==> config.mk <==
export PLATFORM = sky130hd
export DESIGN_NAME = i2c_master_byte_engine
export DESIGN_NICKNAME = d
export VERILOG_FILES = /design/src/rtl/i2cm_pkg.sv /design/src/rtl/i2cm_fifo.sv /design/src/rtl/i2cm_front.sv /design/src/rtl/i2cm_back.sv /design/src/rtl/i2c_master_byte_engine.sv
export VERILOG_INCLUDE_DIRS = /design/src /design/src/rtl
export SDC_FILE = /design/constraint.sdc
export NUM_CORES = 1
export LEC_CHECK = 0
export BUFFER_PORTS_ARGS = -buffer_cell sky130_fd_sc_hd__buf_2
export CAP_MARGIN = 20
export CORE_MARGIN = 2
export CORE_UTILIZATION = 50
export DETAILED_ROUTE_END_ITERATION = 8
export GPL_ROUTABILITY_DRIVEN = 0
export GPL_TIMING_DRIVEN = 0
export PLACE_DENSITY = 0.68
export SYNTH_ARGS = -nofsm -noshare
export SYNTH_HDL_FRONTEND = slang
export SYNTH_SLANG_ARGS = --single-unit
==> constraint.sdc <==
create_clock -name clock -period 4.1 [get_ports clock]
set_input_delay 0.205 -clock clock [delete_from_list [all_inputs] [get_ports clock]]
set_output_delay 0.205 -clock clock [all_outputs]
set_load 0.01 [all_outputs]
==> src/rtl/i2c_master_byte_engine_defines.svh <==
// ----------------------------------------------------------------------------
// i2c master byte engine assertion macros
// shared concurrent assertion helpers for the rtl files
// ----------------------------------------------------------------------------
`ifndef I2C_MASTER_BYTE_ENGINE_DEFINES_SVH
`define I2C_MASTER_BYTE_ENGINE_DEFINES_SVH

`ifndef NO_ASSERTIONS

// antecedent implies consequent in the same cycle
`define I2CM_ASSERT_IMPLY(label, clk, rst, ante, cons) \
   label: assert property (@(posedge clk) disable iff (rst) (ante) |-> (cons)) \
      else $error("i2cm assertion failed");

// antecedent implies consequent in the next cycle
`define I2CM_ASSERT_NEXT(label, clk, rst, ante, cons) \
   label: assert property (@(posedge clk) disable iff (rst) (ante) |=> (cons)) \
      else $error("i2cm assertion failed");

// condition holds every cycle
`define I2CM_ASSERT_ALWAYS(label, clk, rst, cond) \
   label: assert property (@(posedge clk) disable iff (rst) (cond)) \
      else $error("i2cm assertion failed");

`else

`define I2CM_ASSERT_IMPLY(label, clk, rst, ante, cons)
`define I2CM_ASSERT_NEXT(label, clk, rst, ante, cons)
`define I2CM_ASSERT_ALWAYS(label, clk, rst, cond)

`endif

`endif

==> src/rtl/i2cm_pkg.sv <==
// ----------------------------------------------------------------------------
// i2c master byte engine package
// command codes, sequencer states, phase indexes and the request/result types
// ----------------------------------------------------------------------------
package i2cm_pkg;

   // request action codes
   localparam logic [2:0] ACT_NONE    = 3'd0;
   localparam logic [2:0] ACT_RELEASE = 3'd1;
   localparam logic [2:0] ACT_START   = 3'd2;
   localparam logic [2:0] ACT_STOP    = 3'd3;
   localparam logic [2:0] ACT_WRITE   = 3'd4;
   localparam logic [2:0] ACT_READ    = 3'd5;

   // sequencer states, one-hot
   typedef enum logic [5:0] {
      ST_IDLE    = 6'b000001,
      ST_RELEASE = 6'b000010,
      ST_START   = 6'b000100,
      ST_STOP    = 6'b001000,
      ST_WRITE   = 6'b010000,
      ST_READ    = 6'b100000
   } state_type;

   // phase indexes
   localparam logic [4:0] LAST_RELEASE = 5'd1;
   localparam logic [4:0] LAST_START   = 5'd1;
   localparam logic [4:0] LAST_STOP    = 5'd2;
   localparam logic [4:0] WR_BIT_END   = 5'd24;
   localparam logic [4:0] WR_ACK_SCL   = 5'd25;
   localparam logic [4:0] WR_ACK_FALL  = 5'd26;
   localparam logic [4:0] LAST_WRITE   = 5'd27;
   localparam logic [4:0] RD_BIT_BEGIN = 5'd2;
   localparam logic [4:0] RD_BIT_END   = 5'd18;
   localparam logic [4:0] RD_ACK_SCL   = 5'd19;
   localparam logic [4:0] RD_ACK_FALL  = 5'd20;
   localparam logic [4:0] LAST_READ    = 5'd21;

   localparam logic [15:0] PHASE_TICKS_RESET = 16'd3;

   // classified tick from front to back
   typedef struct packed {
      state_type  cmd;
      logic [7:0] write_data;
      logic       send_ack;
      logic       sda_in;
   } tick_type;

   // result of one tick
   typedef struct packed {
      logic       scl_level;
      logic       sda_level;
      logic       busy_res;
      logic       done_res;
      logic [7:0] read_byte;
      logic       nack;
   } rsp_type;

endpackage

==> src/rtl/i2cm_fifo.sv <==
// ----------------------------------------------------------------------------
// i2cm fifo
// small register queue that decouples two sides of the engine
// ----------------------------------------------------------------------------
`include "i2c_master_byte_engine_defines.svh"

module i2cm_fifo #(
   parameter int WIDTH = 8,
   parameter int DEPTH = 2
) (
   input  logic             clock,
   input  logic             reset,
   input  logic             wr_en,
   input  logic [WIDTH-1:0] wr_data,
   output logic             full,
   input  logic             rd_en,
   output logic [WIDTH-1:0] rd_data,
   output logic             empty
);

   localparam int AW = (DEPTH > 1) ? $clog2(DEPTH) : 1;
   localparam int CW = $clog2(DEPTH + 1);
   localparam logic [AW-1:0] LAST_PTR = AW'(DEPTH - 1);
   localparam logic [CW-1:0] FULL_CNT = CW'(DEPTH);

   logic [WIDTH-1:0] mem_ff [DEPTH];
   logic [AW-1:0]    wr_ptr_ff, wr_ptr_in;
   logic [AW-1:0]    rd_ptr_ff, rd_ptr_in;
   logic [CW-1:0]    count_ff, count_in;
   logic             wr, rd;

   assign full    = (count_ff == FULL_CNT);
   assign empty   = (count_ff == '0);
   assign wr      = wr_en && !full;
   assign rd      = rd_en && !empty;
   assign rd_data = mem_ff[rd_ptr_ff];

   always_comb begin
      wr_ptr_in = wr_ptr_ff;
      rd_ptr_in = rd_ptr_ff;
      count_in  = count_ff;
      if (wr) begin
         wr_ptr_in = (wr_ptr_ff == LAST_PTR) ? '0 : wr_ptr_ff + AW'(1);
      end
      if (rd) begin
         rd_ptr_in = (rd_ptr_ff == LAST_PTR) ? '0 : rd_ptr_ff + AW'(1);
      end
      if (wr && !rd) begin
         count_in = count_ff + CW'(1);
      end else if (rd && !wr) begin
         count_in = count_ff - CW'(1);
      end
   end

   always_ff @(posedge clock) begin
      if (reset) begin
         wr_ptr_ff <= '0;
         rd_ptr_ff <= '0;
         count_ff  <= '0;
      end else begin
         wr_ptr_ff <= wr_ptr_in;
         rd_ptr_ff <= rd_ptr_in;
         count_ff  <= count_in;
      end
   end

   always_ff @(posedge clock) begin
      if (wr) begin
         mem_ff[wr_ptr_ff] <= wr_data;
      end
   end

   `I2CM_ASSERT_ALWAYS(a_count_bound, clock, reset, count_ff <= FULL_CNT)
   `I2CM_ASSERT_NEXT(a_count_hold, clock, reset, wr == rd, $stable(count_ff))
   `I2CM_ASSERT_IMPLY(a_ptr_sync, clock, reset, empty || full, wr_ptr_ff == rd_ptr_ff)

endmodule

==> src/rtl/i2cm_front.sv <==
// ----------------------------------------------------------------------------
// i2cm front
// classifies each incoming tick into the sequencer state it would start
// ----------------------------------------------------------------------------
module i2cm_front
   import i2cm_pkg::*;
(
   input  logic [2:0] action,
   input  logic [7:0] write_data,
   input  logic       send_ack,
   input  logic       sda_in,
   output tick_type   tick
);

   always_comb begin
      tick.write_data = write_data;
      tick.send_ack   = send_ack;
      tick.sda_in     = sda_in;
      unique case (action)
         ACT_RELEASE: tick.cmd = ST_RELEASE;
         ACT_START:   tick.cmd = ST_START;
         ACT_STOP:    tick.cmd = ST_STOP;
         ACT_WRITE:   tick.cmd = ST_WRITE;
         ACT_READ:    tick.cmd = ST_READ;
         // no command and unknown codes leave the engine idle
         default:     tick.cmd = ST_IDLE;
      endcase
   end

endmodule

==> src/rtl/i2cm_back.sv <==
// ----------------------------------------------------------------------------
// i2cm back
// phase sequencer that drives scl and sda and produces one result per tick
// ----------------------------------------------------------------------------
`include "i2c_master_byte_engine_defines.svh"

module i2cm_back
   import i2cm_pkg::*;
(
   input  logic        clock,
   input  logic        reset,
   input  logic        csr_wr_en,
   input  logic [15:0] csr_wr_data,
   input  logic        step,
   input  tick_type    tick,
   output rsp_type     rsp
);

   localparam logic [1:0] K_DATA = 2'd0;
   localparam logic [1:0] K_RISE = 2'd1;
   localparam logic [1:0] K_FALL = 2'd2;

   state_type   state_ff, state_in;
   logic [4:0]  phase_ff, phase_in;
   logic [15:0] hold_ff, hold_in;
   logic [1:0]  k_ff, k_in;
   logic        scl_out_ff, scl_out_in;
   logic        sda_out_ff, sda_out_in;
   logic [7:0]  shift_ff, shift_in;
   logic        ack_ff, ack_in;
   logic        nack_ff, nack_in;
   logic [7:0]  read_ff, read_in;
   logic [15:0] phase_ticks_ff;
   logic [15:0] limit;
   logic [4:0]  last_phase;
   logic        done;

   assign limit = (phase_ticks_ff == '0) ? 16'd1 : phase_ticks_ff;

   always_comb begin
      unique case (state_ff)
         ST_RELEASE: last_phase = LAST_RELEASE;
         ST_START:   last_phase = LAST_START;
         ST_STOP:    last_phase = LAST_STOP;
         ST_WRITE:   last_phase = LAST_WRITE;
         ST_READ:    last_phase = LAST_READ;
         default:    last_phase = '0;
      endcase
   end

   always_comb begin
      state_in   = state_ff;
      phase_in   = phase_ff;
      hold_in    = hold_ff;
      k_in       = k_ff;
      scl_out_in = scl_out_ff;
      sda_out_in = sda_out_ff;
      shift_in   = shift_ff;
      ack_in     = ack_ff;
      nack_in    = nack_ff;
      read_in    = read_ff;
      done       = 1'b0;
      if (step) begin
         if (state_ff == ST_IDLE) begin
            if (tick.cmd != ST_IDLE) begin
               state_in = tick.cmd;
               phase_in = '0;
               hold_in  = 16'd1;
               k_in     = K_DATA;
               case (tick.cmd)
                  ST_RELEASE: scl_out_in = 1'b1;
                  ST_START:   sda_out_in = 1'b0;
                  ST_STOP:    sda_out_in = 1'b0;
                  ST_WRITE: begin
                     shift_in   = tick.write_data;
                     sda_out_in = tick.write_data[7];
                  end
                  ST_READ: begin
                     shift_in   = '0;
                     ack_in     = tick.send_ack;
                     scl_out_in = 1'b0;
                  end
                  default: ;
               endcase
            end
         end else if (hold_ff < limit) begin
            hold_in = hold_ff + 16'd1;
         end else begin
            // sample sda at the end of a sampling phase
            if (state_ff == ST_WRITE && phase_ff == WR_ACK_SCL) begin
               nack_in = tick.sda_in;
            end
            if (state_ff == ST_READ && phase_ff >= RD_BIT_BEGIN && phase_ff < RD_BIT_END
                && !phase_ff[0]) begin
               shift_in = {shift_ff[6:0], tick.sda_in};
            end
            if (phase_ff == last_phase) begin
               if (state_ff == ST_READ) begin
                  read_in = shift_in;
               end
               state_in = ST_IDLE;
               phase_in = '0;
               hold_in  = '0;
               done     = 1'b1;
            end else begin
               phase_in = phase_ff + 5'd1;
               hold_in  = 16'd1;
               k_in     = (k_ff == K_FALL) ? K_DATA : k_ff + 2'd1;
               case (state_ff)
                  ST_RELEASE: sda_out_in = 1'b1;
                  ST_START:   scl_out_in = 1'b0;
                  ST_STOP: begin
                     if (phase_in == LAST_STOP) begin
                        sda_out_in = 1'b1;
                     end else begin
                        scl_out_in = 1'b1;
                     end
                  end
                  ST_WRITE: begin
                     if (phase_in < WR_BIT_END) begin
                        if (k_in == K_DATA) begin
                           sda_out_in = shift_ff[7];
                        end else if (k_in == K_RISE) begin
                           scl_out_in = 1'b1;
                        end else begin
                           scl_out_in = 1'b0;
                           shift_in   = {shift_ff[6:0], 1'b0};
                        end
                     end else if (phase_in == WR_BIT_END) begin
                        sda_out_in = 1'b1;
                     end else if (phase_in == WR_ACK_SCL) begin
                        scl_out_in = 1'b1;
                     end else if (phase_in == WR_ACK_FALL) begin
                        scl_out_in = 1'b0;
                     end else begin
                        sda_out_in = 1'b0;
                     end
                  end
                  ST_READ: begin
                     if (phase_in < RD_BIT_BEGIN) begin
                        sda_out_in = 1'b1;
                     end else if (phase_in < RD_BIT_END) begin
                        scl_out_in = !phase_in[0];
                     end else if (phase_in == RD_BIT_END) begin
                        sda_out_in = !ack_ff;
                     end else if (phase_in == RD_ACK_SCL) begin
                        scl_out_in = 1'b1;
                     end else if (phase_in == RD_ACK_FALL) begin
                        scl_out_in = 1'b0;
                     end else begin
                        sda_out_in = 1'b0;
                     end
                  end
                  default: ;
               endcase
            end
         end
      end
   end

   always_comb begin
      rsp.scl_level = scl_out_in;
      rsp.sda_level = sda_out_in;
      rsp.busy_res  = (state_in != ST_IDLE);
      rsp.done_res  = done;
      rsp.read_byte = read_in;
      rsp.nack      = nack_in;
   end

   always_ff @(posedge clock) begin
      if (reset) begin
         state_ff       <= ST_IDLE;
         phase_ff       <= '0;
         hold_ff        <= '0;
         k_ff           <= K_DATA;
         scl_out_ff     <= 1'b1;
         sda_out_ff     <= 1'b1;
         shift_ff       <= '0;
         ack_ff         <= 1'b0;
         nack_ff        <= 1'b0;
         read_ff        <= '0;
         phase_ticks_ff <= PHASE_TICKS_RESET;
      end else begin
         state_ff   <= state_in;
         phase_ff   <= phase_in;
         hold_ff    <= hold_in;
         k_ff       <= k_in;
         scl_out_ff <= scl_out_in;
         sda_out_ff <= sda_out_in;
         shift_ff   <= shift_in;
         ack_ff     <= ack_in;
         nack_ff    <= nack_in;
         read_ff    <= read_in;
         if (csr_wr_en) begin
            phase_ticks_ff <= csr_wr_data;
         end
      end
   end

   `I2CM_ASSERT_IMPLY(a_idle_clear, clock, reset, state_ff == ST_IDLE, phase_ff == '0 && hold_ff == '0)
   `I2CM_ASSERT_IMPLY(a_busy_hold, clock, reset, state_ff != ST_IDLE, hold_ff != '0)
   `I2CM_ASSERT_IMPLY(a_phase_bound, clock, reset, state_ff != ST_IDLE, phase_ff <= last_phase)
   `I2CM_ASSERT_NEXT(a_no_step_hold, clock, reset, !step, $stable(state_ff) && $stable(hold_ff))

endmodule

==> src/rtl/i2c_master_byte_engine.sv <==
// ----------------------------------------------------------------------------
// i2c master byte engine
// bit-banging i2c master: one request per time tick, one result per request
// ----------------------------------------------------------------------------
// Each request is one bus tick and yields exactly one result holding the
// driven scl/sda levels, busy, done, the last read byte and the nack flag.
// One request is taken every clock while full is low; the phase sequencer
// handles one tick per cycle while a tick is queued and the result queue has
// room, writing its result into that queue. When results are held back, the
// result queue fills first, then the tick queue, and only then does full rise;
// once the result queue has been full, a popped slot is refilled in the next
// cycle if a tick is queued. phase_ticks sets how many ticks each pin phase is
// held; write it only while no command is running.
module i2c_master_byte_engine
   import i2cm_pkg::*;
#(
   parameter int TICK_DEPTH = 2,
   parameter int RSP_DEPTH  = 2
) (
   input  logic        clock,
   input  logic        reset,
   input  logic        csr_wr_en,
   input  logic [15:0] csr_wr_data,
   input  logic        push,
   output logic        full,
   input  logic [2:0]  req_action,
   input  logic [7:0]  req_write_data,
   input  logic        req_send_ack,
   input  logic        req_sda_in,
   output logic        empty,
   input  logic        pop,
   output logic        rsp_scl_level,
   output logic        rsp_sda_level,
   output logic        rsp_busy_res,
   output logic        rsp_done_res,
   output logic [7:0]  rsp_read_byte,
   output logic        rsp_nack
);

   tick_type tick_push, tick_pop;
   rsp_type  rsp_push, rsp_head;
   logic     tick_empty;
   logic     rsp_full;
   logic     step;

   i2cm_front u_front (
      .action     (req_action),
      .write_data (req_write_data),
      .send_ack   (req_send_ack),
      .sda_in     (req_sda_in),
      .tick       (tick_push)
   );

   i2cm_fifo #(
      .WIDTH ($bits(tick_type)),
      .DEPTH (TICK_DEPTH)
   ) u_tick_queue (
      .clock   (clock),
      .reset   (reset),
      .wr_en   (push),
      .wr_data (tick_push),
      .full    (full),
      .rd_en   (step),
      .rd_data (tick_pop),
      .empty   (tick_empty)
   );

   // a tick is executed when one is queued and its result has room
   assign step = !tick_empty && !rsp_full;

   i2cm_back u_back (
      .clock       (clock),
      .reset       (reset),
      .csr_wr_en   (csr_wr_en),
      .csr_wr_data (csr_wr_data),
      .step        (step),
      .tick        (tick_pop),
      .rsp         (rsp_push)
   );

   i2cm_fifo #(
      .WIDTH ($bits(rsp_type)),
      .DEPTH (RSP_DEPTH)
   ) u_rsp_queue (
      .clock   (clock),
      .reset   (reset),
      .wr_en   (step),
      .wr_data (rsp_push),
      .full    (rsp_full),
      .rd_en   (pop),
      .rd_data (rsp_head),
      .empty   (empty)
   );

   assign rsp_scl_level = rsp_head.scl_level;
   assign rsp_sda_level = rsp_head.sda_level;
   assign rsp_busy_res  = rsp_head.busy_res;
   assign rsp_done_res  = rsp_head.done_res;
   assign rsp_read_byte = rsp_head.read_byte;
   assign rsp_nack      = rsp_head.nack;

endmodule

==> results.cfg, run 1 <==
[worst_hold_path]
worstHoldPathType = input port to flip-flop
worst_hold_path.endpoint = u_back.phase_ticks_ff[5]
hold_depth = 3
hp-start = csr_wr_data[5]

[logic_synthesis]
synth_mux_area_frac = 0.07987
synth-simple-area-share = 0.1685
synth_top_area_frac = 0.2550
synth.area.top_cells = edfxtp_1 (25%), dfxtp_1 (22%), mux2i_1 (4.7%), nor2_1 (4.4%), ha_1 (4.2%)
yosysTopAreaCell = edfxtp_1
synth_xor_area_frac = 0.03847
synth.avg_cell_area_sq_um = 9.786
netlist_top_cells_count = nor2_1 (80), dfxtp_1 (75), edfxtp_1 (58)
yosysSeqAreaShare = 0.4748
synth_compound_area_frac = 0.1493
synth_fa_ha_area_frac = 0.04213
syn-instance-count = 698
yosysMostFrequentCell = nor2_1
synth_top_family_by_area = simple AND/OR/NAND/NOR gates
synth-seq-cells = 133
synth_area_sq_um = 6830
synth_warnings = 0
synth_top_flop_cell = dfxtp_1
async_reset_ff_frac = 0
synth_edf_count = 58
syn_nets = 755
yosysUniqueCellTypes = 75

[clocking]
cts.sinks = 133
cts_setup_buffers = 0
htree_levels = 4
clkTransAtPathRegs_ns = 0.06
clockRootBuffer = clkbuf_16
cts_resized = 0
cts_tree = built
cts_hold_buf = 11
clk_latency_ns = 0.42
numCtsBuffers = 17
clockBufferDepth = 2

[pwr]
p_switching_w = 0.001795
vdd_drop_max_uv = 380.6
comb_power_share = 0.345
pwr-share-seq = 0.350
p_sw_frac = 0.3541
pwr-share-clk = 0.305
p_int_w = 0.003274
power.leakage_nw = 3.083
powerDensity_nw_per_um2 = 633.0

[detailed_routing]
wl_per_cell_um = 16.37
ant_nets = 0
vias = 5555
top_layer = met4
drtIter0Drc = 444
met2_length_mm = 7.357
vias_per_cell = 5.756
wl_met1_mm = 7.278
finalWirelength_mm = 15.79
drcViolationCount = 0
wl_met3_um = 925
drtPass1Iterations = 6

[sta]
fin_crit_ns = 3.356
setup_violations = 0
hold_violations = 0
maxSlewViolCount = 0
tns_ns = 0
max_freq_ghz = 0.2980
relSlewSlack = 0.3708
post-route-period-util = 0.8185
skew_ns = 0.009725
tightest_slew_ns = 0.9437
rsz0062_at_grt = false
whs_ns = 0.01874

[worst_setup_path]
r2r_cells = 11
worstSetupStartpoint = u_back.phase_ff[0]
cp_data_arrival_time_ns = 3.46
timing.critical_path.buf_inv = 4
r2r_slack_ns = 0.74
path_max_fanout = 10
cp-end-kind = flip-flop
cp_top_family = compound AO/OA/AOI/OAI gates
criticalPathCategory = flip-flop to flip-flop
critPathRequiredTime_ns = 4.21
worst_path_largest_cell_delay_ns = 0.48
cp_slowest_cell = a311oi_1
timing.rr.start = u_back.phase_ff[0]
r2r_end = u_rsp_queue.mem_ff[0][12]
crit_path_start_kind = flip-flop
worstPathCellList = clkbuf_1 -> inv_1 -> ha_1 -> clkbuf_1 -> inv_1 -> o22ai_1 -> a221o_1 -> o21ai_0 -> o21ai_0 -> a311oi_1 -> a311oi_1

[die]
io_pins = 49
die_h_um = 120.9
rows = 42
core_area_sq_um = 13300
initial_core_util = 0.5137
die_area_sq_um = 14610
die_x_um = 120.9

[global_routing]
antenna_found_initial = 0
grt_pass1_wl_mm = 25.83
grt_pass1_vias = 5210
grt-ovfl-total = 0
grt_max_degree = 17
grt.total_usage = 0.2239

[cells_and_area]
fin_nets = 833
antenna_cells = 0
final_util = 0.6023
post-route-cell-area_sq_um = 8008
drive_gt1_frac = 0.1597
area_growth_pct = 17.24
fillers = 1141

[placement]
dpl_cell_area_sq_um = 7296
dp_hpwl_mm = 11.46
io_buffers = 46

[run]
drv_cap = 0

[run_status]
status = finished, final reports clean
## cells in the final DEF (no fill, tap or decap), types with 4 or more instances in the layout
| cell | netlist | layout |
|---|---|---|
| a211oi_1 | 5 | 5 |
| a21oi_1 | 32 | 32 |
| a221oi_1 | 7 | 7 |
| a311oi_1 | 4 | 4 |
| a31oi_1 | 8 | 8 |
| and2_1 | 5 | 5 |
| and3_1 | 8 | 8 |
| and4_1 | 4 | 4 |
| buf_2 | 7 | 53 |
| buf_4 | 5 | 7 |
| clkbuf_1 | 21 | 22 |
| clkbuf_16 | 0 | 17 |
| dfxtp_1 | 75 | 75 |
| dlygate4sd3_1 | 0 | 11 |
| edfxtp_1 | 58 | 58 |
| ha_1 | 23 | 23 |
| inv_1 | 35 | 35 |
| inv_6 | 0 | 4 |
| mux2_2 | 20 | 20 |
| mux2i_1 | 32 | 32 |
| nand2_1 | 51 | 51 |
| nand2b_1 | 4 | 4 |
| nand3_1 | 15 | 15 |
| nand4_1 | 8 | 8 |
| nor2_1 | 80 | 80 |
| nor3_1 | 14 | 14 |
| nor3b_1 | 6 | 6 |
| nor4_1 | 5 | 5 |
| o211ai_1 | 4 | 4 |
| o21ai_0 | 51 | 51 |
| o21ai_1 | 4 | 4 |
| o22ai_1 | 4 | 4 |
| o31ai_1 | 6 | 6 |
| o32ai_1 | 4 | 4 |
| or3_1 | 6 | 6 |
| xnor2_1 | 13 | 13 |
| xor2_1 | 17 | 17 |
## kinds of logic after synthesis
logic type,count (synthesis)
flops,133
compound gates,157
simple gates,229
xor+xnor,30
mux,52
buf+inv,74
fa+ha+maj,23
## metal layers
| layer | vias to the layer above | global-route usage |
|---|---|---|
| met5 | - | 0 |
| met4 | 0 | 0.07776 |
| met3 | 22 | 0.05498 |
| met2 | 156 | 0.3543 |
| met1 | 2665 | 0.2995 |
| li1 | 2712 | - |
## worst min-delay path, delay by kind of cell
| kind | cells | cell delay, ns |
|---|---|---|
| simple gates | 1 | 0.07 |
| mux | 1 | 0.05 |
| buf+inv | 1 | 0.07 |
## final cells by class
type                            instances  area [sq um]  area share
Inverter                               36         135.1     0.01688
Clock inverter                         14         172.7     0.02156
Multi-Input combinational cell        491          3267      0.4080
Timing Repair Buffer                   59         355.3     0.04438
Clock buffer                           18         429.2     0.05359
Sequential cell                       133          3243      0.4050
Buffer                                 38         185.2     0.02313
Tap cell                              176         220.2     0.02750
## power by group through the flow
stage | sequential [W] | clock [W] | combinational [W]
after CTS | 0.00177 | 0.00157 | 0.00173
after floorplan | 0.00176 | 0 | 0.00126
after global placement | 0.00179 | 0 | 0.00167
after detailed placement | 0.00180 | 0 | 0.00171
final | 0.00177 | 0.00155 | 0.00175
after global routing | 0.00179 | 0.00163 | 0.00193
## stage by stage
stage                     instances  setup slack [ns]  total power (W)
after floorplan                 698             1.530         0.003018
final                           965            0.7443         0.005069
after global placement          920            0.9126         0.003457
after detailed placement        922            0.8979         0.003511
after CTS                       965            0.8671         0.005070
after global routing            965            0.5022         0.005358
## state kept, by name (all words and copies together) (netlist names), named ones only
register,flops
u_back.nack_ff,1
u_tick_queue.rd_ptr_ff,1
u_rsp_queue.count_ff,2
u_back.phase_ticks_ff,16
u_back.phase_ff,5
u_tick_queue.count_ff,2
u_tick_queue.wr_ptr_ff,1
u_rsp_queue.wr_ptr_ff,1
u_back.scl_out_ff,1
u_back.sda_out_ff,1
u_back.k_ff,2
u_back.hold_ff,16
u_tick_queue.mem_ff,32
u_back.state_ff,6
u_rsp_queue.mem_ff,26
u_rsp_queue.rd_ptr_ff,1
u_back.read_ff,8
u_back.shift_ff,8
u_back.ack_ff,1
## how the worst max path moves through the flow
stage                                     end  slack (ns)  cells past startpoint
finish              u_rsp_queue.mem_ff[0][12]        0.74                     11
global route        u_rsp_queue.mem_ff[0][12]        0.50                     11
CTS                 u_rsp_queue.mem_ff[0][12]        0.87                     11
detailed placement  u_rsp_queue.mem_ff[0][12]        0.90                     11
global placement    u_rsp_queue.mem_ff[0][12]        0.91                     11
floorplan           u_rsp_queue.mem_ff[0][12]        1.53                     11
Note: power is estimated with default switching activity, not from simulation.
==> run 2: changes to the inputs <==
clock period = 3.2 ns   (was 4.1 ns; I/O delays follow)
==> results.cfg, run 2 (synthesis gave the netlist of run 1 again) <==
[cells_and_area]
fin_nets = 847
top_register = u_tick_queue.mem_ff
final_cell_mix = nor2_1 (80), dfxtp_1 (75), edfxtp_1 (58)
fin_cells = 979
post-route-cell-area_sq_um = 8160
antenna_cells = 0
drive_gt1_frac = 0.1631
final_common_cell = nor2_1
largest_register_ff_count = 32
fillers = 1119
area_growth_pct = 19.47
top_regs = u_tick_queue.mem_ff (32), u_rsp_queue.mem_ff (26)

[detailed_routing]
drcViolationCount = 0
vias_per_cell = 5.734
ant_nets = 0
drtPass1Iterations = 5
finalWirelength_mm = 16.03
wl_per_cell_um = 16.37
vias = 5614
drtIter0Drc = 447

[global_routing]
grt_pass1_wl_mm = 26.15
grt.total_usage = 0.2270
antenna_found_initial = 0
grt-ovfl-total = 0
grt_max_degree = 17
grt_pass1_vias = 5296

[run]
drv_cap = 0

[die]
initial_core_util = 0.5137
core_area_sq_um = 13300
die_h_um = 120.9
rows = 42
io_pins = 49
die_area_sq_um = 14610
die_x_um = 120.9

[worst_hold_path]
worstHoldPathType = input port to flip-flop
hold_depth = 3
hp-start = csr_wr_data[8]
worst_hold_path.endpoint = u_back.phase_ticks_ff[8]

[worst_setup_path]
worstSetupStartpoint = u_back.phase_ff[0]
timing.rr.start = u_back.phase_ff[0]
r2r_cells = 11
crit_path_start_kind = flip-flop
path_max_fanout = 10
cp-end-kind = flip-flop
criticalPathCategory = flip-flop to flip-flop
cp_data_arrival_time_ns = 3.13
critPathRequiredTime_ns = 3.32
r2r_end = u_rsp_queue.mem_ff[0][12]
r2r_slack_ns = 0.19

[run_status]
status = finished with violations
failed_checks = hold timing

[placement]
dpl.cell_count = 922
dp_hpwl_mm = 11.46
io_buffers = 46
dpl_cell_area_sq_um = 7296

[sta]
fin_crit_ns = 3.012
relSlewSlack = 0.3709
max_freq_ghz = 0.3320
setup_violations = 0
tightest_slew_ns = 0.9436
rsz0062_at_grt = false
skew_ns = 0.01087
maxSlewViolCount = 0
whs_ns = -0.004973
hold_violations = 1
post-route-period-util = 0.9414

[clocking]
clkTransAtPathRegs_ns = 0.06
cts.sinks = 133
htree_levels = 4
numCtsBuffers = 17
clockBufferDepth = 2
clockRootBuffer = clkbuf_16
clk_latency_ns = 0.42
cts_tree = built

[pwr]
p_int_w = 0.004222
powerDensity_nw_per_um2 = 802.0
p_switching_w = 0.002322
pwr-share-seq = 0.347
vdd_drop_max_uv = 494.0
comb_power_share = 0.350
pwr-share-clk = 0.303
p_sw_frac = 0.3549
power.leakage_nw = 3.153
## run 2: changes by cell type in the layout (fill, tap and decap cells not counted)
cell | before | now
buf_2 | 53 | 54
dlygate4sd3_1 | 11 | 24
buf_4 | 7 | 8
a311oi_2 | 0 | 2
clkbuf_2 | 0 | 1
clkbuf_1 | 22 | 20
a311oi_1 | 4 | 2
## run 2: repair_timing
action,in CTS,in global routing
pin swaps,0,1
hold buffers,24,0
setup buffers,0,1
hold endpoints to repair,34,0
endpoints found under the setup margin,2,2
resized for setup,1,5
## run 2: layout make-up
type | instances | area, sq um | area share
plain buffers | 38 | 187.7 | 0.02300
clock buffers | 18 | 429.2 | 0.05259
clock inverters | 14 | 172.7 | 0.02116
inverters | 36 | 135.1 | 0.01656
multi-input cells | 491 | 3279 | 0.4019
flip-flops and latches | 133 | 3243 | 0.3974
well taps | 176 | 220.2 | 0.02699
repair buffers | 73 | 493.0 | 0.06041
## run 2: layer usage
| metal | track usage | up-vias | routed length, um |
|---|---|---|---|
| met5 | 0 | - | 0 |
| met4 | 0.07994 | 0 | 259 |
| met3 | 0.05498 | 22 | 949 |
| met2 | 0.3610 | 164 | 7488 |
| met1 | 0.3024 | 2693 | 7330 |
| li1 | - | 2735 | - |
## run 2: power groups by stage
stage                     combinational (W)  sequential (W)  clock [W]
after global placement              0.00214         0.00229          0
final                               0.00229         0.00227    0.00199
after CTS                           0.00223         0.00227    0.00201
after detailed placement            0.00220         0.00230          0
after global routing                0.00252         0.00230    0.00209
after floorplan                     0.00161         0.00225          0
## run 2: worst max-delay path: stages, from the launching register on
cell and delay, ns:
dfxtp_1 0.41, buf_2 0.28, inv_1 0.13, ha_1 0.30, clkbuf_1 0.18, inv_1 0.14, o22ai_1 0.08, a221o_1 0.33
o21ai_0 0.08, o21ai_0 0.14, a311oi_2 0.44, a311oi_2 0.21
## run 2: worst max-delay path by stage
stage / endpoint / cells after the start / slack (ns)
after floorplan: u_rsp_queue.mem_ff[0][12] / 11 / 0.63
after global placement: u_rsp_queue.mem_ff[1][12] / 11 / 0.01
after detailed placement: u_rsp_queue.mem_ff[0][12] / 11 / -0.002
after CTS: u_rsp_queue.mem_ff[0][12] / 11 / 0.18
after global routing: u_rsp_queue.mem_ff[0][12] / 11 / 0.005
final: u_rsp_queue.mem_ff[0][12] / 11 / 0.19
## run 2: per-stage QoR
stage / power [W] / util / setup TNS, ns / setup slack, ns
floorplan: 0.003867 / - / 0 / 0.6305
global placement: 0.004430 / 0.5476 / 0 / 0.01259
detailed placement: 0.004499 / 0.5487 / -0.004153 / -0.002079
CTS: 0.006508 / 0.6122 / 0 / 0.1766
global route: 0.006908 / 0.6138 / 0 / 0.004988
finish: 0.006545 / 0.6138 / 0 / 0.1877
==> run 3: changes to the inputs <==
CORE_MARGIN = 5   (was 2)
==> results.cfg, run 3 (synthesis gave the netlist of run 1 again) <==
[die]
rows = 42
die_h_um = 126.9
initial_core_util = 0.5137
core_area_sq_um = 13300
io_pins = 49
die_area_sq_um = 16100
die_x_um = 126.9

[sta]
fin_crit_ns = 3.106
hold_violations = 0
relSlewSlack = 0.4224
setup_violations = 0
max_freq_ghz = 0.3219
tightest_slew_ns = 0.8664
rsz0062_at_grt = false
post-route-period-util = 0.9707
maxSlewViolCount = 0
skew_ns = 0.006311

[worst_hold_path]
worstHoldPathType = input port to flip-flop
hp-start = csr_wr_data[12]

[global_routing]
antenna_found_initial = 0
grt_pass1_wl_mm = 26.73
grt-ovfl-total = 0
grt.total_usage = 0.2070
grt_max_degree = 17
grt_pass1_vias = 5414

[cells_and_area]
fin_nets = 847
antenna_cells = 0
final_cell_mix = nor2_1 (80), dfxtp_1 (75), edfxtp_1 (58)
area_growth_pct = 18.67
post-route-cell-area_sq_um = 8105
fillers = 1143
drive_gt1_frac = 0.1594
largest_register_ff_count = 32
final_common_cell = nor2_1
top_regs = u_tick_queue.mem_ff (32), u_rsp_queue.mem_ff (26)
top_register = u_tick_queue.mem_ff

[detailed_routing]
finalWirelength_mm = 16.17
vias = 5615
drtPass1Iterations = 5
drcViolationCount = 0
ant_nets = 0
wl_per_cell_um = 16.52
vias_per_cell = 5.735
drtIter0Drc = 508

[clocking]
cts_tree = built
clockRootBuffer = clkbuf_16
numCtsBuffers = 17
clockBufferDepth = 2
cts_setup_buffers = 0
clk_latency_ns = 0.42
cts.sinks = 133
htree_levels = 4
clkTransAtPathRegs_ns = 0.05

[pwr]
vdd_drop_max_uv = 530.8
p_int_w = 0.004043
comb_power_share = 0.359
pwr-share-seq = 0.358
p_switching_w = 0.002289
power.leakage_nw = 3.114
p_sw_frac = 0.3615
powerDensity_nw_per_um2 = 781.3
p_total_w = 0.006332
pwr-share-clk = 0.283

[worst_setup_path]
cp-end-kind = flip-flop
crit_path_start_kind = flip-flop
worstPathCellList = clkbuf_2 -> inv_1 -> ha_1 -> clkbuf_1 -> inv_1 -> o22ai_1 -> a221o_1 -> o21ai_0 -> o21ai_0 -> a311oi_2 -> a311oi_2
cp_slowest_cell = a311oi_2
timing.critical_path.buf_inv = 4
worstSetupStartpoint = u_back.phase_ff[0]
cp_data_arrival_time_ns = 3.23
timing.rr.start = u_back.phase_ff[0]
criticalPathCategory = flip-flop to flip-flop
cp_top_family = compound AO/OA/AOI/OAI gates
critPathRequiredTime_ns = 3.32
path_max_fanout = 10
worst_path_largest_cell_delay_ns = 0.42

[run_status]
status = finished, final reports clean

[run]
drv_cap = 0

[placement]
dpl_cell_area_sq_um = 7296
dp_hpwl_mm = 11.62
io_buffers = 46
==> run 3: changes by cell type in the layout (fill, tap and decap cells not counted), sizes merged <==
cell / delta
dlygate4sd3: +1
clkbuf: +3
bufinv: -2
clkinvlp: +2
buf: -2
clkinv: +2
inv: -4
==> run 3: area by class of cell <==
type	count	area, sq um	share of cell area
tap	176	220.2	0.02717
buffer	38	187.7	0.02316
clock buffer	20	436.7	0.05387
multi-input combinational	491	3279	0.4046
sequential	133	3243	0.4001
timing repair buffer	73	495.5	0.06113
clock inverter	12	107.6	0.01328
inverter	36	135.1	0.01667
==> run 3: per-layer routing <==
metal  share of wire  GRT usage  vias to the layer above
li1                -          -                     2744
met2            0.46     0.3294                      191
met4           0.020    0.08202                        0
met5               0          0                        -
met3           0.058    0.04245                       30
met1            0.46     0.2776                     2650
==> run 3: what timing repair did <==
item / 4_1_cts / 5_1_grt
resized for setup: 1 / 4
hold buffers: 25 / 0
endpoints found under the setup margin: 2 / 2
hold endpoints to repair: 35 / 0
==> run 3: metrics by stage <==
step           hold slack, ns  setup WS, ns    util  cells  setup TNS [ns]
2_1_floorplan          0.2589        0.6305       -    698               0
3_3_place_gp           0.3490      0.008464  0.5476    920               0
3_5_place_dp           0.3534      -0.04570  0.5487    922        -0.09140
4_1_cts              0.002091        0.1338  0.6086    979               0
5_1_grt               0.03559       0.01769  0.6096    979               0
6_report              0.01587       0.09366  0.6096    979               0
==> run 3: worst paths after layout <==
kind | to | slack, ns | cells past startpoint
worst max register to register | u_rsp_queue.mem_ff[0][12] | 0.09 | 11
worst min register to register | u_back.read_ff[2] | 0.49 | 2
worst max-delay path | u_rsp_queue.mem_ff[0][12] | 0.09 | 11
worst min-delay path | u_back.phase_ticks_ff[12] | 0.02 | 3
==> run 3: worst min-delay path, cell delays in order <==
cell	delay, ns
buf_2	0.08
mux2i_1	0.06
nor2_1	0.09
==> run 3: power by group through the flow <==
stage	combinational [W]	clock [W]	sequential, W
after floorplan	0.00161	0	0.00225
after global placement	0.00215	0	0.00229
after detailed placement	0.00220	0	0.00230
after CTS	0.00224	0.00183	0.00227
after global routing	0.00249	0.00191	0.00230
final	0.00227	0.00179	0.00227
